`config.mk`:
```
export PLATFORM = sky130hd
export DESIGN_NAME = rotary_encoder_button_front_end_top
export DESIGN_NICKNAME = d
export VERILOG_FILES = /design/src/rtl/rotenc_pkg.sv /design/src/rtl/rotenc_core.sv /design/src/rtl/rotary_encoder_button_front_end_top.sv
export SDC_FILE = /design/constraint.sdc
export NUM_CORES = 1
export LEC_CHECK = 0
export BUFFER_PORTS_ARGS = -buffer_cell sky130_fd_sc_hd__buf_2
export CORE_UTILIZATION = 40
export DETAILED_ROUTE_END_ITERATION = 10
export GPL_ROUTABILITY_DRIVEN = 0
export PLACE_DENSITY_LB_ADDON = 0.08
export SLEW_MARGIN = 10
export SYNTH_ARGS = -nofsm -noshare
export SYNTH_HDL_FRONTEND = slang
export SYNTH_SLANG_ARGS = --single-unit
```
`constraint.sdc`:
```
create_clock -name clk -period 13.56 [get_ports clk]
set_clock_uncertainty 0.1 [all_clocks]
set_input_delay 1.356 -clock clk [delete_from_list [all_inputs] [get_ports clk]]
set_output_delay 1.356 -clock clk [all_outputs]
set_load 0.005 [all_outputs]
```
`src/rtl/rotenc_pkg.sv`:
```
`timescale 1ns / 1ps
// ----------------------------------------------------------------------------
// rotenc_pkg: shared types and constants of the rotary encoder front end
// Register map, item codes, configuration and result structures.
// ----------------------------------------------------------------------------
package rotenc_pkg;

  // default counter width
  localparam int VALUE_WIDTH_DEF = 32;

  // fixed field widths
  localparam int DATA_W   = 32;
  localparam int GUARD_W  = 16;
  localparam int FILT_W   = 7;
  localparam int WIN_W    = 16;
  localparam int ADDR_W   = 5;
  localparam int REG_IDX_W = 3;

  // item codes
  localparam logic [1:0] MODE_TICK = 2'd0;
  localparam logic [1:0] MODE_UP   = 2'd1;
  localparam logic [1:0] MODE_DOWN = 2'd2;

  // register indexes (byte address is 4 * index)
  localparam logic [REG_IDX_W-1:0] REG_STEP_SIZE   = 3'd0;
  localparam logic [REG_IDX_W-1:0] REG_UPPER_LIMIT = 3'd1;
  localparam logic [REG_IDX_W-1:0] REG_LOWER_LIMIT = 3'd2;
  localparam logic [REG_IDX_W-1:0] REG_WRAP_ENABLE = 3'd3;
  localparam logic [REG_IDX_W-1:0] REG_GUARD_TICKS = 3'd4;
  localparam logic [REG_IDX_W-1:0] REG_FILT_TICKS  = 3'd5;
  localparam logic [REG_IDX_W-1:0] REG_DBL_WINDOW  = 3'd6;

  // register reset values
  localparam logic [DATA_W-1:0]  RST_STEP_SIZE   = 32'h0000_0001;
  localparam logic [DATA_W-1:0]  RST_UPPER_LIMIT = 32'h7FFF_FFFF;
  localparam logic [DATA_W-1:0]  RST_LOWER_LIMIT = 32'h8000_0000;
  localparam logic               RST_WRAP_ENABLE = 1'b0;
  localparam logic [GUARD_W-1:0] RST_GUARD_TICKS = 16'd10;
  localparam logic [FILT_W-1:0]  RST_FILT_TICKS  = 7'd10;
  localparam logic [WIN_W-1:0]   RST_DBL_WINDOW  = 16'd50;

  // configuration seen by the core
  typedef struct packed {
    logic [DATA_W-1:0]  step_size;
    logic [DATA_W-1:0]  upper_limit;
    logic [DATA_W-1:0]  lower_limit;
    logic               wrap_enable;
    logic [GUARD_W-1:0] reversal_guard_ticks;
    logic [FILT_W-1:0]  switch_filter_ticks;
    logic [WIN_W-1:0]   double_push_window;
  } cfg_t;

  // event flags of one result
  typedef struct packed {
    logic rotated_up;
    logic rotated_down;
    logic hit_maximum;
    logic hit_minimum;
    logic button_pushed;
    logic button_released;
    logic button_double_pushed;
    logic interrupt_pulse;
  } flags_t;

  // one result beat
  typedef struct packed {
    logic [DATA_W-1:0] counter_value;
    flags_t            flags;
  } result_t;

endpackage

```
`src/rtl/rotenc_core.sv`:
```
`timescale 1ns / 1ps
// ----------------------------------------------------------------------------
// rotenc_core: counter, reversal guard, debouncer and button machine
// Holds the block state and the result register; one item per load.
// ----------------------------------------------------------------------------
module rotenc_core #(
  parameter int VALUE_WIDTH = rotenc_pkg::VALUE_WIDTH_DEF
) (
  input  logic                clk,
  input  logic                rst_n,
  input  logic                load,
  input  logic [1:0]          mode,
  input  logic                switch_pressed,
  input  rotenc_pkg::cfg_t    cfg,
  output rotenc_pkg::result_t res
);

  typedef enum logic [2:0] {
    BS_WAITPUSH           = 3'd0,
    BS_WAITRELEASE        = 3'd1,
    BS_WAITDOUBLEPUSH     = 3'd2,
    BS_WAITDOUBLERELEASED = 3'd3,
    BS_TIMEOUT            = 3'd4,
    BS_PUSHRESET          = 3'd5
  } btn_state_t;

  localparam logic [VALUE_WIDTH-1:0] VMAX = {1'b0, {(VALUE_WIDTH-1){1'b1}}};
  localparam logic [VALUE_WIDTH-1:0] VMIN = {1'b1, {(VALUE_WIDTH-1){1'b0}}};

  logic signed [VALUE_WIDTH-1:0]          cnt_r, cnt_nxt;
  logic                                   dir_r, dir_nxt;
  logic [rotenc_pkg::GUARD_W-1:0]         guard_r, guard_nxt;
  logic [rotenc_pkg::FILT_W-1:0]          integ_r, integ_nxt;
  logic                                   filt_r, filt_nxt;
  btn_state_t                             btn_r, btn_nxt, btn_sel;
  logic [rotenc_pkg::WIN_W-1:0]           win_r, win_nxt;
  rotenc_pkg::result_t                    res_r;
  rotenc_pkg::flags_t                     flags;

  logic signed [VALUE_WIDTH-1:0]          step_s, hi_s, lo_s;
  logic signed [VALUE_WIDTH:0]            sum, sum_lim;
  logic                                   down, drop;

  // configured values in the counter width
  assign step_s = signed'(cfg.step_size[VALUE_WIDTH-1:0]);
  assign hi_s   = signed'(cfg.upper_limit[VALUE_WIDTH-1:0]);
  assign lo_s   = signed'(cfg.lower_limit[VALUE_WIDTH-1:0]);

  // widened add or subtract and limit handling
  assign down = (mode == rotenc_pkg::MODE_DOWN);
  assign drop = (dir_r != down) && (guard_r < cfg.reversal_guard_ticks);

  always_comb begin
    logic crossed;
    crossed = 1'b0;
    if (!down) begin
      sum = (VALUE_WIDTH+1)'(cnt_r) + (VALUE_WIDTH+1)'(step_s);
      crossed = (sum > (VALUE_WIDTH+1)'(hi_s));
    end else begin
      sum = (VALUE_WIDTH+1)'(cnt_r) - (VALUE_WIDTH+1)'(step_s);
      crossed = (sum < (VALUE_WIDTH+1)'(lo_s));
    end
    sum_lim = sum;
    if (crossed) begin
      if (cfg.wrap_enable) begin
        sum_lim = down ? (VALUE_WIDTH+1)'(hi_s) : (VALUE_WIDTH+1)'(lo_s);
      end else begin
        sum_lim = down ? (VALUE_WIDTH+1)'(lo_s) : (VALUE_WIDTH+1)'(hi_s);
      end
    end
  end

  // next state for one item
  always_comb begin
    cnt_nxt   = cnt_r;
    dir_nxt   = dir_r;
    guard_nxt = guard_r;
    integ_nxt = integ_r;
    filt_nxt  = filt_r;
    btn_nxt   = btn_r;
    btn_sel   = btn_r;
    win_nxt   = win_r;
    flags     = '0;
    unique case (mode)
      rotenc_pkg::MODE_TICK: begin
        // reversal guard
        if (guard_r < cfg.reversal_guard_ticks) begin
          guard_nxt = guard_r + 1'b1;
        end
        // integrating debouncer
        if (switch_pressed) begin
          if (integ_r >= cfg.switch_filter_ticks) begin
            integ_nxt = cfg.switch_filter_ticks;
            filt_nxt  = 1'b1;
          end else begin
            integ_nxt = integ_r + 1'b1;
          end
        end else begin
          if (integ_r == '0) begin
            filt_nxt = 1'b0;
          end else begin
            integ_nxt = integ_r - 1'b1;
          end
        end
        // double push window
        if (win_r > cfg.double_push_window) begin
          btn_sel = BS_TIMEOUT;
        end else if (win_r != '1) begin
          win_nxt = win_r + 1'b1;
        end
        btn_nxt = btn_sel;
        // button machine
        case (btn_sel)
          BS_WAITRELEASE: begin
            if (!filt_nxt) btn_nxt = BS_WAITDOUBLEPUSH;
          end
          BS_WAITDOUBLEPUSH: begin
            if (filt_nxt) btn_nxt = BS_WAITDOUBLERELEASED;
          end
          BS_WAITDOUBLERELEASED: begin
            if (!filt_nxt) begin
              win_nxt                    = '0;
              btn_nxt                    = BS_WAITPUSH;
              flags.button_double_pushed = 1'b1;
              flags.interrupt_pulse      = 1'b1;
            end
          end
          BS_TIMEOUT: begin
            win_nxt             = '0;
            flags.button_pushed = 1'b1;
            if (filt_nxt) begin
              btn_nxt = BS_PUSHRESET;
            end else begin
              btn_nxt               = BS_WAITPUSH;
              flags.button_released = 1'b1;
            end
            flags.interrupt_pulse = 1'b1;
          end
          BS_PUSHRESET: begin
            win_nxt = '0;
            if (!filt_nxt) begin
              btn_nxt               = BS_WAITPUSH;
              flags.button_released = 1'b1;
              flags.interrupt_pulse = 1'b1;
            end
          end
          default: begin
            win_nxt = '0;
            btn_nxt = filt_nxt ? BS_WAITRELEASE : BS_WAITPUSH;
          end
        endcase
      end
      rotenc_pkg::MODE_UP, rotenc_pkg::MODE_DOWN: begin
        if (!drop) begin
          guard_nxt = '0;
          dir_nxt   = down;
          // saturate to the counter range
          if (sum_lim[VALUE_WIDTH] != sum_lim[VALUE_WIDTH-1]) begin
            cnt_nxt = sum_lim[VALUE_WIDTH] ? VMIN : VMAX;
          end else begin
            cnt_nxt = sum_lim[VALUE_WIDTH-1:0];
          end
          flags.rotated_up      = !down;
          flags.rotated_down    = down;
          flags.hit_maximum     = !down && (sum > (VALUE_WIDTH+1)'(hi_s));
          flags.hit_minimum     = down && (sum < (VALUE_WIDTH+1)'(lo_s));
          flags.interrupt_pulse = 1'b1;
        end
      end
      default: begin
        // unused code: nothing changes
      end
    endcase
  end

  // state and result register
  always_ff @(posedge clk) begin
    if (!rst_n) begin
      cnt_r   <= '0;
      dir_r   <= 1'b0;
      guard_r <= '0;
      integ_r <= '0;
      filt_r  <= 1'b0;
      btn_r   <= BS_WAITPUSH;
      win_r   <= '0;
    end else if (load) begin
      cnt_r               <= cnt_nxt;
      dir_r               <= dir_nxt;
      guard_r             <= guard_nxt;
      integ_r             <= integ_nxt;
      filt_r              <= filt_nxt;
      btn_r               <= btn_nxt;
      win_r               <= win_nxt;
      res_r.counter_value <= rotenc_pkg::DATA_W'(cnt_nxt);
      res_r.flags         <= flags;
    end
  end

  assign res = res_r;

endmodule

```
`src/rtl/rotary_encoder_button_front_end_top.sv`:
```
`timescale 1ns / 1ps
// ----------------------------------------------------------------------------
// rotary_encoder_button_front_end_top: encoder counter with push-button decoder
// Register file, input register and result handshake around the core.
// ----------------------------------------------------------------------------
//  channel  direction  handshake              payload
//  in       input      in_valid / in_stall    in_mode, in_switch_pressed
//  out      output     out_valid / out_stall  out_counter_value, event flags
//  config   input      APB r/w, pready = 1    psel, penable, pwrite, paddr, pwdata
//
//  One beat per cycle sustained while out_stall is low; an accepted input beat
//  enters the input register and then the result register as its result beat.
//  The rate is set by the counter feedback: one widened add and limit compare.
//  rst_n is synchronous: counter, guard, debouncer and button machine clear.
//  A stalled output holds its beat; the input register keeps accepting as long
//  as the beat ahead of it can move on.
// ----------------------------------------------------------------------------
module rotary_encoder_button_front_end_top #(
  parameter int VALUE_WIDTH = rotenc_pkg::VALUE_WIDTH_DEF
) (
  input  logic                              clk,
  input  logic                              rst_n,
  // input channel
  input  logic                              in_valid,
  output logic                              in_stall,
  input  logic [1:0]                        in_mode,
  input  logic                              in_switch_pressed,
  // result channel
  output logic                              out_valid,
  input  logic                              out_stall,
  output logic signed [rotenc_pkg::DATA_W-1:0] out_counter_value,
  output logic                              out_rotated_up,
  output logic                              out_rotated_down,
  output logic                              out_hit_maximum,
  output logic                              out_hit_minimum,
  output logic                              out_button_pushed,
  output logic                              out_button_released,
  output logic                              out_button_double_pushed,
  output logic                              out_interrupt_pulse,
  // configuration port
  input  logic                              psel,
  input  logic                              penable,
  input  logic                              pwrite,
  input  logic [rotenc_pkg::ADDR_W-1:0]     paddr,
  input  logic [rotenc_pkg::DATA_W-1:0]     pwdata,
  output logic [rotenc_pkg::DATA_W-1:0]     prdata,
  output logic                              pready
);

  rotenc_pkg::cfg_t                   cfg_r;
  logic [rotenc_pkg::REG_IDX_W-1:0]   reg_idx;
  logic                               cfg_wr;

  logic                               in_valid_r;
  logic [1:0]                         in_mode_r;
  logic                               in_sw_r;
  logic                               out_valid_r;
  logic                               core_load;
  rotenc_pkg::result_t                res;

  // register file
  assign pready  = 1'b1;
  assign reg_idx = paddr[rotenc_pkg::ADDR_W-1:2];
  assign cfg_wr  = psel && penable && pwrite && pready;

  always_ff @(posedge clk) begin
    if (!rst_n) begin
      cfg_r.step_size            <= rotenc_pkg::RST_STEP_SIZE;
      cfg_r.upper_limit          <= rotenc_pkg::RST_UPPER_LIMIT;
      cfg_r.lower_limit          <= rotenc_pkg::RST_LOWER_LIMIT;
      cfg_r.wrap_enable          <= rotenc_pkg::RST_WRAP_ENABLE;
      cfg_r.reversal_guard_ticks <= rotenc_pkg::RST_GUARD_TICKS;
      cfg_r.switch_filter_ticks  <= rotenc_pkg::RST_FILT_TICKS;
      cfg_r.double_push_window   <= rotenc_pkg::RST_DBL_WINDOW;
    end else if (cfg_wr) begin
      unique case (reg_idx)
        rotenc_pkg::REG_STEP_SIZE:   cfg_r.step_size   <= pwdata;
        rotenc_pkg::REG_UPPER_LIMIT: cfg_r.upper_limit <= pwdata;
        rotenc_pkg::REG_LOWER_LIMIT: cfg_r.lower_limit <= pwdata;
        rotenc_pkg::REG_WRAP_ENABLE: cfg_r.wrap_enable <= pwdata[0];
        rotenc_pkg::REG_GUARD_TICKS: begin
          cfg_r.reversal_guard_ticks <= pwdata[rotenc_pkg::GUARD_W-1:0];
        end
        rotenc_pkg::REG_FILT_TICKS: begin
          cfg_r.switch_filter_ticks <= pwdata[rotenc_pkg::FILT_W-1:0];
        end
        rotenc_pkg::REG_DBL_WINDOW: begin
          cfg_r.double_push_window <= pwdata[rotenc_pkg::WIN_W-1:0];
        end
        default: begin
        end
      endcase
    end
  end

  // register read
  always_comb begin
    unique case (reg_idx)
      rotenc_pkg::REG_STEP_SIZE:   prdata = cfg_r.step_size;
      rotenc_pkg::REG_UPPER_LIMIT: prdata = cfg_r.upper_limit;
      rotenc_pkg::REG_LOWER_LIMIT: prdata = cfg_r.lower_limit;
      rotenc_pkg::REG_WRAP_ENABLE: prdata = rotenc_pkg::DATA_W'(cfg_r.wrap_enable);
      rotenc_pkg::REG_GUARD_TICKS: prdata = rotenc_pkg::DATA_W'(cfg_r.reversal_guard_ticks);
      rotenc_pkg::REG_FILT_TICKS:  prdata = rotenc_pkg::DATA_W'(cfg_r.switch_filter_ticks);
      rotenc_pkg::REG_DBL_WINDOW:  prdata = rotenc_pkg::DATA_W'(cfg_r.double_push_window);
      default:                     prdata = '0;
    endcase
  end

  // flow control: the core runs when the held beat can enter the result register
  assign core_load = in_valid_r && (!out_valid_r || !out_stall);
  assign in_stall  = in_valid_r && !core_load;

  // input register
  always_ff @(posedge clk) begin
    if (!rst_n) begin
      in_valid_r <= 1'b0;
    end else if (!in_stall) begin
      in_valid_r <= in_valid;
    end
  end

  always_ff @(posedge clk) begin
    if (!in_stall && in_valid) begin
      in_mode_r <= in_mode;
      in_sw_r   <= in_switch_pressed;
    end
  end

  // result valid
  always_ff @(posedge clk) begin
    if (!rst_n) begin
      out_valid_r <= 1'b0;
    end else if (core_load) begin
      out_valid_r <= 1'b1;
    end else if (!out_stall) begin
      out_valid_r <= 1'b0;
    end
  end

  rotenc_core #(
    .VALUE_WIDTH (VALUE_WIDTH)
  ) u_core (
    .clk            (clk),
    .rst_n          (rst_n),
    .load           (core_load),
    .mode           (in_mode_r),
    .switch_pressed (in_sw_r),
    .cfg            (cfg_r),
    .res            (res)
  );

  // result ports
  assign out_valid                = out_valid_r;
  assign out_counter_value        = signed'(res.counter_value);
  assign out_rotated_up           = res.flags.rotated_up;
  assign out_rotated_down         = res.flags.rotated_down;
  assign out_hit_maximum          = res.flags.hit_maximum;
  assign out_hit_minimum          = res.flags.hit_minimum;
  assign out_button_pushed        = res.flags.button_pushed;
  assign out_button_released      = res.flags.button_released;
  assign out_button_double_pushed = res.flags.button_double_pushed;
  assign out_interrupt_pulse      = res.flags.interrupt_pulse;

endmodule
```
==> results of run 1 <==
==> where the power goes <==
part | switching, mW | total, mW | internal (mW)
registers | 0.0164 | 0.814 | 0.798
logic | 0.473 | 0.738 | 0.265
clock network | 0.383 | 0.942 | 0.559
==> worst max-delay path: stages (launching register included) <==
cell and delay (ns):
dfxtp_1 0.50, inv_1 0.13, ha_1 0.33, nor2b_1 0.18, o211ai_1 0.28, a2111oi_4 0.48
nor3_2 0.18, a2111oi_0 1.10, nor2_1 0.11, xor2_1 0.19, ha_1 0.32, nand3_1 0.17
nor4_1 0.43, nand3_1 0.14, nand2_1 0.11, o221ai_1 0.11, o211ai_1 0.15, buf_4 0.51
a21boi_2 0.40, buf_4 0.32, o21ai_1 0.14, a31oi_1 0.36
==> logic make-up after synthesis <==
kind of cell	count (synthesis)	share of synthesized area (%)
mux	64	3.344
fa+ha+maj	242	14.86
xor+xnor	87	3.723
other cells	1	0.01832
buf+inv	339	6.462
flops	257	27.24
compound gates	794	25.39
simple gates	870	18.96
==> area by class of cell <==
type / count / share of cell area, %
repair buffers: 143 / 3.437
clock buffers: 48 / 4.572
diodes: 1 / 0.01102
multi-input cells: 2058 / 59.95
well taps: 672 / 3.701
flip-flops and latches: 257 / 24.54
clock inverters: 13 / 0.5177
inverters: 197 / 3.266
==> registers in the layout, indices dropped and copies added (netlist names) <==
| signal | count |
|---|---|
| u_core.guard_r | 16 |
| u_core.res | 40 |
| in_sw_r | 1 |
| in_valid_r | 1 |
| u_core.btn_r | 3 |
| u_core.dir_r | 1 |
| in_mode_r | 2 |
| u_core.integ_r | 7 |
| u_core.filt_r | 1 |
| u_core.cnt_r | 32 |
| cfg_r | 136 |
| out_valid | 1 |
| u_core.win_r | 16 |
==> through the flow <==
step	utilization (%)	cells	hold WS, ns
floorplan	-	2654	0.3317
global placement	42.88	3327	0.3450
detailed placement	42.88	3327	0.3540
CTS	45.18	3388	0.3620
global route	45.18	3388	0.3822
finish	45.19	3389	0.3632
==> worst paths after layout <==
check / slack (ns) / endpoint / depth (start not counted)
worst max register to register: 6.58 / u_core.res[21] / 21
worst min-delay path: 0.36 / cfg_r[6] / 2
worst min register to register: 0.36 / cfg_r[6] / 2
worst max-delay path: 6.58 / u_core.res[21] / 21
==> placed cells by master (no fill, tap or decap), types with 39 or more instances in the layout <==
cell      count
nand3_1      52
a21oi_1     294
o21ai_0      83
dfxtp_1     214
mux2i_1      47
buf_2       117
inv_1       192
nor2_1      205
nand2_1     391
edfxtp_1     43
nand4_1      39
a21o_1       80
xnor2_1      70
ha_1        239
o211ai_1     56
==> layer usage <==
layer | share of wire (%) | GRT usage [%]
met1 | 46 | 38.63
met4 | 3.4 | 9.606
met2 | 43 | 42.00
met3 | 8.0 | 5.938
met5 | 0.11 | 0
==> key figures, run 1 <==
Status
  • Outcome: finished clean

Finish
  • Area of the multi-input gates: 13620 µm²
  • Fin nets: 2979
  • Area Growth Syn to Fin: 10.99%
  • Seq. cell area: 5575 µm²
  • Fillcell total: 5098
  • Share of cells above drive strength 1: 9.904%
  • Finished Cell Area: 22720 µm²

Synth
  • Top-count cell post-synth: nand2_1
  • Cells after Synth: 2654
  • Syn Area/Cell: 7.712 µm²
  • Sequential share of the synthesized area: 27.24%
  • Top cell type's share of synthesized area: 20.93%
  • Ys flop type: dfxtp_1
  • Top cells by instance count after synthesis: nand2_1, a21oi_1, ha_1, dfxtp_1, nor2_1
  • Cell Area, Synth: 20470 µm²
  • Post-synthesis register bit count: 257
  • Area leader, netlist: dfxtp_1
  • Synth Net Count: 2942
  • Unique masters post-synth: 94
  • Asr flop ratio synth: 0%
  • Syn. warnings: 0
  • Number of synthesized flops with an enable pin: 43
  • Largest cells by area after synthesis: dfxtp_1, ha_1, a21oi_1

Die
  • Rows: 82
  • Die height: 228.2 µm
  • Initial core utilization: 40.71%
  • IO Pins: 122
  • Core area: 50270 µm²
  • Die X: 228.2 µm
  • Die ar.: 52080 µm²

Hold path
  • Min-Delay Startpoint: cfg_r[6]
  • HP Class: register to register

Route
  • DRT Pass-1 Iters: 6
  • Post-DRT Antenna Nets: 0
  • DRT iter0 DRCs: 1980
  • Routed len/inst: 21.80 µm
  • DR vias: 19680
  • DRC violations left: 0
  • Total wire length: 73870 µm
  • Vias per cell: 5.806

Global routing
  • Initial antenna violation count: 7
  • Global-route wire length before repair: 111300 µm
  • Vias in the first global route: 18430
  • Overall Global Routing Usage: 27.71%
  • Grt total ovfl: 0
  • Largest net degree at the start of global routing: 88

Worst setup path
  • Crit path required time: 13.80 ns
  • Worst Setup SP: cfg_r[105]
  • Reg2reg start: cfg_r[105]
  • Worst setup SP type: register
  • Critical path type: register to register
  • Worst Path Max Fanout: 46
  • Crit. End Element: register
  • Critical Path AT: 7.22 ns

Clocking
  • Clk buf depth: 3
  • Skew-Pair Late Insertion Delay: 0.56 ns
  • Num CTS Buffers: 34
  • Post-CTS sizing: 0
  • CTS sink cnt: 257
  • # Post-CTS Setup Buffers: 0
  • CTS tree: done
  • Worst-path clk slew: 0.06 ns
  • H-Tree Depth: 2
  • CTS Hold Bufs: 0
  • Root Driver: clkbuf_16

Pwr
  • Pwr/cell area: 109.8 nW/µm²
  • Total Power: 2.494 mW
  • VDD IR max: 0.00009105 V
  • Lkg Pwr: 9.805 nW

STA
  • Fin crit period: 6.981 ns
  • Post-route clock period utilization: 51.48%
  • Fmax: 0.1432 GHz
  • Endpoints failing hold: 0
  • RSZ-0062 raised after global routing: no
  • Final worst setup slack: 6.579 ns
  • Final setup violation count: 0
  • Worst slew margin: 16.14%
  • Slew Viols, Final: 0
  • Setup Total Neg Slack: 0 ns
  • Worst slew pin tran: 1.226 ns

Placed design
  • Pre-CTS WS: 6.721 ns
  • Placed instance area: 21560 µm²
  • I/O Buffers: 118
  • Detailed placement HPWL: 56090 µm

Job
  • Max Cap Violations: 0
(Power assumes the default switching activity.)
==> run 2: changes to the inputs <==
- clock period: 13.56 -> 6.4 ns (I/O delays scaled with it)
==> run 2 against run 1 <==
Utilization up 0.93 points; total power up 110%; cell area up 2.1%; non-clock buffer count up 62; critical path depth down 1; routed wire length up 5.3%.
==> key figures, run 2 (synthesis gave the netlist of run 1 again) <==
Pwr
  • Logic pwr share: 30.3% (was 29.6%)
  • Lkg Pwr: 10.11 nW (was 9.805 nW)
  • Pwr/cell area: 229.5 nW/µm² (was 109.8 nW/µm²)
  • Seq pwr share: 32.4% (was 32.6%)
  • VDD IR max: 0.0001730 V (was 0.00009105 V)
  • Internal Pwr Total: 3.474 mW (was 1.621 mW)
  • P_sw: 1.847 mW (was 0.8726 mW)
  • Sw frac: 34.72% (was 34.99%)
  • Clock share of power: 37.2% (was 37.8%)

Global routing
  • Global-route wire length before repair: 116700 µm (was 111300 µm)
  • Vias in the first global route: 18960 (was 18430)
  • Initial antenna violation count: 7 (unchanged)
  • Overall Global Routing Usage: 29.13% (was 27.71%)
  • Largest net degree at the start of global routing: 75 (was 88)
  • Grt total ovfl: 0 (unchanged)

Clocking
  • Num CTS Buffers: 34 (unchanged)
  • CTS tree: done (unchanged)
  • CTS sink cnt: 257 (unchanged)
  • # Post-CTS Setup Buffers: 0 (unchanged)
  • Skew-Pair Late Insertion Delay: 0.56 ns (about the same)
  • H-Tree Depth: 2 (unchanged)
  • Root Driver: clkbuf_16 (unchanged)
  • Worst-path clk slew: 0.06 ns (about the same)
  • Clk buf depth: 3 (unchanged)

Route
  • DR vias: 20240 (was 19680)
  • Total wire length: 77790 µm (was 73870 µm)
  • Routed len/inst: 22.55 µm (was 21.80 µm)
  • Post-DRT Antenna Nets: 0 (unchanged)
  • DRT Pass-1 Iters: 6 (unchanged)
  • Vias per cell: 5.865 (was 5.806)
  • DRT iter0 DRCs: 1954 (was 1980)
  • DRC violations left: 0 (unchanged)

Worst setup path
  • Crit path required time: 6.65 ns (was 13.80 ns)
  • Worst setup SP type: register (unchanged)
  • Worst Setup SP: cfg_r[104] (was cfg_r[105])
  • Critical path type: register to register (unchanged)
  • Worst Path Max Fanout: 21 (was 46)
  • Critical Path, Cell by Cell: ha_1, fa_1, nor2b_4, o211ai_2, a2111oi_4, o211ai_2, a211oi_1, a221oi_1, xor2_1, ha_1, and4_1, nand3_1, nor4_1, nand3_1, nand2_1, o221ai_1, o211ai_1, a21boi_4, o21ai_1, a31oi_1 (was inv_1, ha_1, nor2b_1, o211ai_1, a2111oi_4, nor3_2, a2111oi_0, nor2_1, xor2_1, ha_1, nand3_1, nor4_1, nand3_1, nand2_1, o221ai_1, o211ai_1, buf_4, a21boi_2, buf_4, o21ai_1, a31oi_1)
  • Reg2reg start: cfg_r[104] (was cfg_r[105])
  • CP top delay family: compound AO/OA/AOI/OAI gates (unchanged)
  • CP max stage delay: 0.66 ns (was 1.10 ns)
  • Slowest cell on crit path: a21boi_4 (was a2111oi_0)
  • Critical Path AT: 6.21 ns (was 7.22 ns)
  • Buf/Inv on CP: 0 (was 3)
  • Crit. End Element: register (unchanged)

Placed design
  • Pre-CTS WS: 0.2180 ns (was 6.721 ns)
  • I/O Buffers: 118 (unchanged)
  • Placed insts: 3389 (was 3327)
  • Detailed placement HPWL: 59620 µm (was 56090 µm)

STA
  • RSZ-0062 raised after global routing: no (unchanged)
  • Endpoints failing hold: 0 (unchanged)
  • Final worst setup slack: 0.4363 ns (was 6.579 ns)
  • Slew Viols, Final: 0 (unchanged)
  • Worst slew pin tran: 1.069 ns (was 1.226 ns)
  • Worst hold margin: 0.1585 ns (was 0.3632 ns)
  • Post-route clock period utilization: 93.18% (was 51.48%)
  • Fmax: 0.1677 GHz (was 0.1432 GHz)
  • Setup Total Neg Slack: 0 ns (unchanged)
  • Worst slew margin: 28.17% (was 16.14%)
  • Final setup violation count: 0 (unchanged)
  • Fin crit period: 5.964 ns (was 6.981 ns)

Finish
  • Most common cell after layout, fill and taps aside: nand2_1 (unchanged)
  • Area Growth Syn to Fin: 13.27% (was 10.99%)
  • Fillcell total: 5108 (was 5098)
  • Top reg by flops: cfg_r (unchanged)
  • Most frequent cells in the layout: nand2_1, a21oi_1, ha_1 (unchanged)
  • Share of cells above drive strength 1: 11.81% (was 9.904%)
  • Max reg flops: 136 (unchanged)
  • N_diodes: 0 (was 1)
  • Fin nets: 3041 (was 2979)
  • Final std cells w/o fill: 3450 (was 3389)

Die
  • IO Pins: 122 (unchanged)
  • Die X: 228.2 µm (unchanged)
  • Core area: 50270 µm² (unchanged)
  • Rows: 82 (unchanged)
  • Initial core utilization: 40.71% (unchanged)
  • Die ar.: 52080 µm² (unchanged)
  • Die height: 228.2 µm (unchanged)

Hold path
  • Min-Delay Startpoint: in_mode[0] (was cfg_r[6])
  • HP Class: primary input to register (was register to register)

Status
  • Outcome: finished clean (unchanged)

Job
  • Max Cap Violations: 0 (unchanged)
## run 2: cell types whose count changed in the layout (fill, tap and decap cells not counted), sizes merged
| cell | change |
|---|---|
| bufinv | +1 |
| buf | +62 |
| clkbuf | +4 |
| clkinv | -1 |
| diode | -1 |
| inv | -3 |
| clkinvlp | -1 |
## run 2: area by class of cell
cell class	count	area (µm²)	area share [%]
multi-input combinational	2058	13640	58.83
inverter	197	742.0	3.200
clock buffer	52	1030	4.442
tap	672	840.8	3.627
clock inverter	9	111.4	0.4803
sequential	257	5575	24.05
timing repair buffer	205	1246	5.375
## run 2: per-stage QoR
| stage | total power [mW] | util [%] | instance area (µm²) |
|---|---|---|---|
| finish | 5.321 | 46.12 | 23180 |
| global route | 5.552 | 46.12 | 23180 |
| CTS | 5.315 | 46.08 | 23160 |
| detailed placement | 3.319 | 43.81 | 22020 |
| global placement | 3.295 | 43.81 | 22020 |
| floorplan | 2.799 | - | 20470 |
## run 2: path summary, 6_finish.rpt
path	end	slack (ns)	depth (start not counted)
setup reg to reg	u_core.res[21]	0.44	20
setup / recovery	u_core.res[21]	0.44	20
hold reg to reg	cfg_r[6]	0.35	2
hold / removal	in_mode_r[0]	0.16	1
## run 2: timing repair
| action | CTS | global route |
|---|---|---|
| hold endpoints to repair | 0 | 0 |
| gates resized for setup | 0 | 4 |
| setup endpoints to repair | 0 | 24 |
| hold buffers | 0 | 0 |
## run 2: per-layer routing
metal / GRT usage, % / vias up / share of wire, %
met3: 5.337 / 131 / 8.9
met4: 9.585 / 14 / 3.3
met2: 44.05 / 858 / 42
li1: - / 9653 / -
met1: 41.43 / 9579 / 45
met5: 0 / - / 0.13
## run 2: power by group through the flow
stage	Sequential [mW]	Clock (mW)	Combinational [mW]
after floorplan	1.75	0	1.05
after global placement	1.76	0	1.54
after detailed placement	1.76	0	1.56
after CTS	1.72	2.02	1.57
after global routing	1.73	2.07	1.75
final	1.73	1.98	1.61
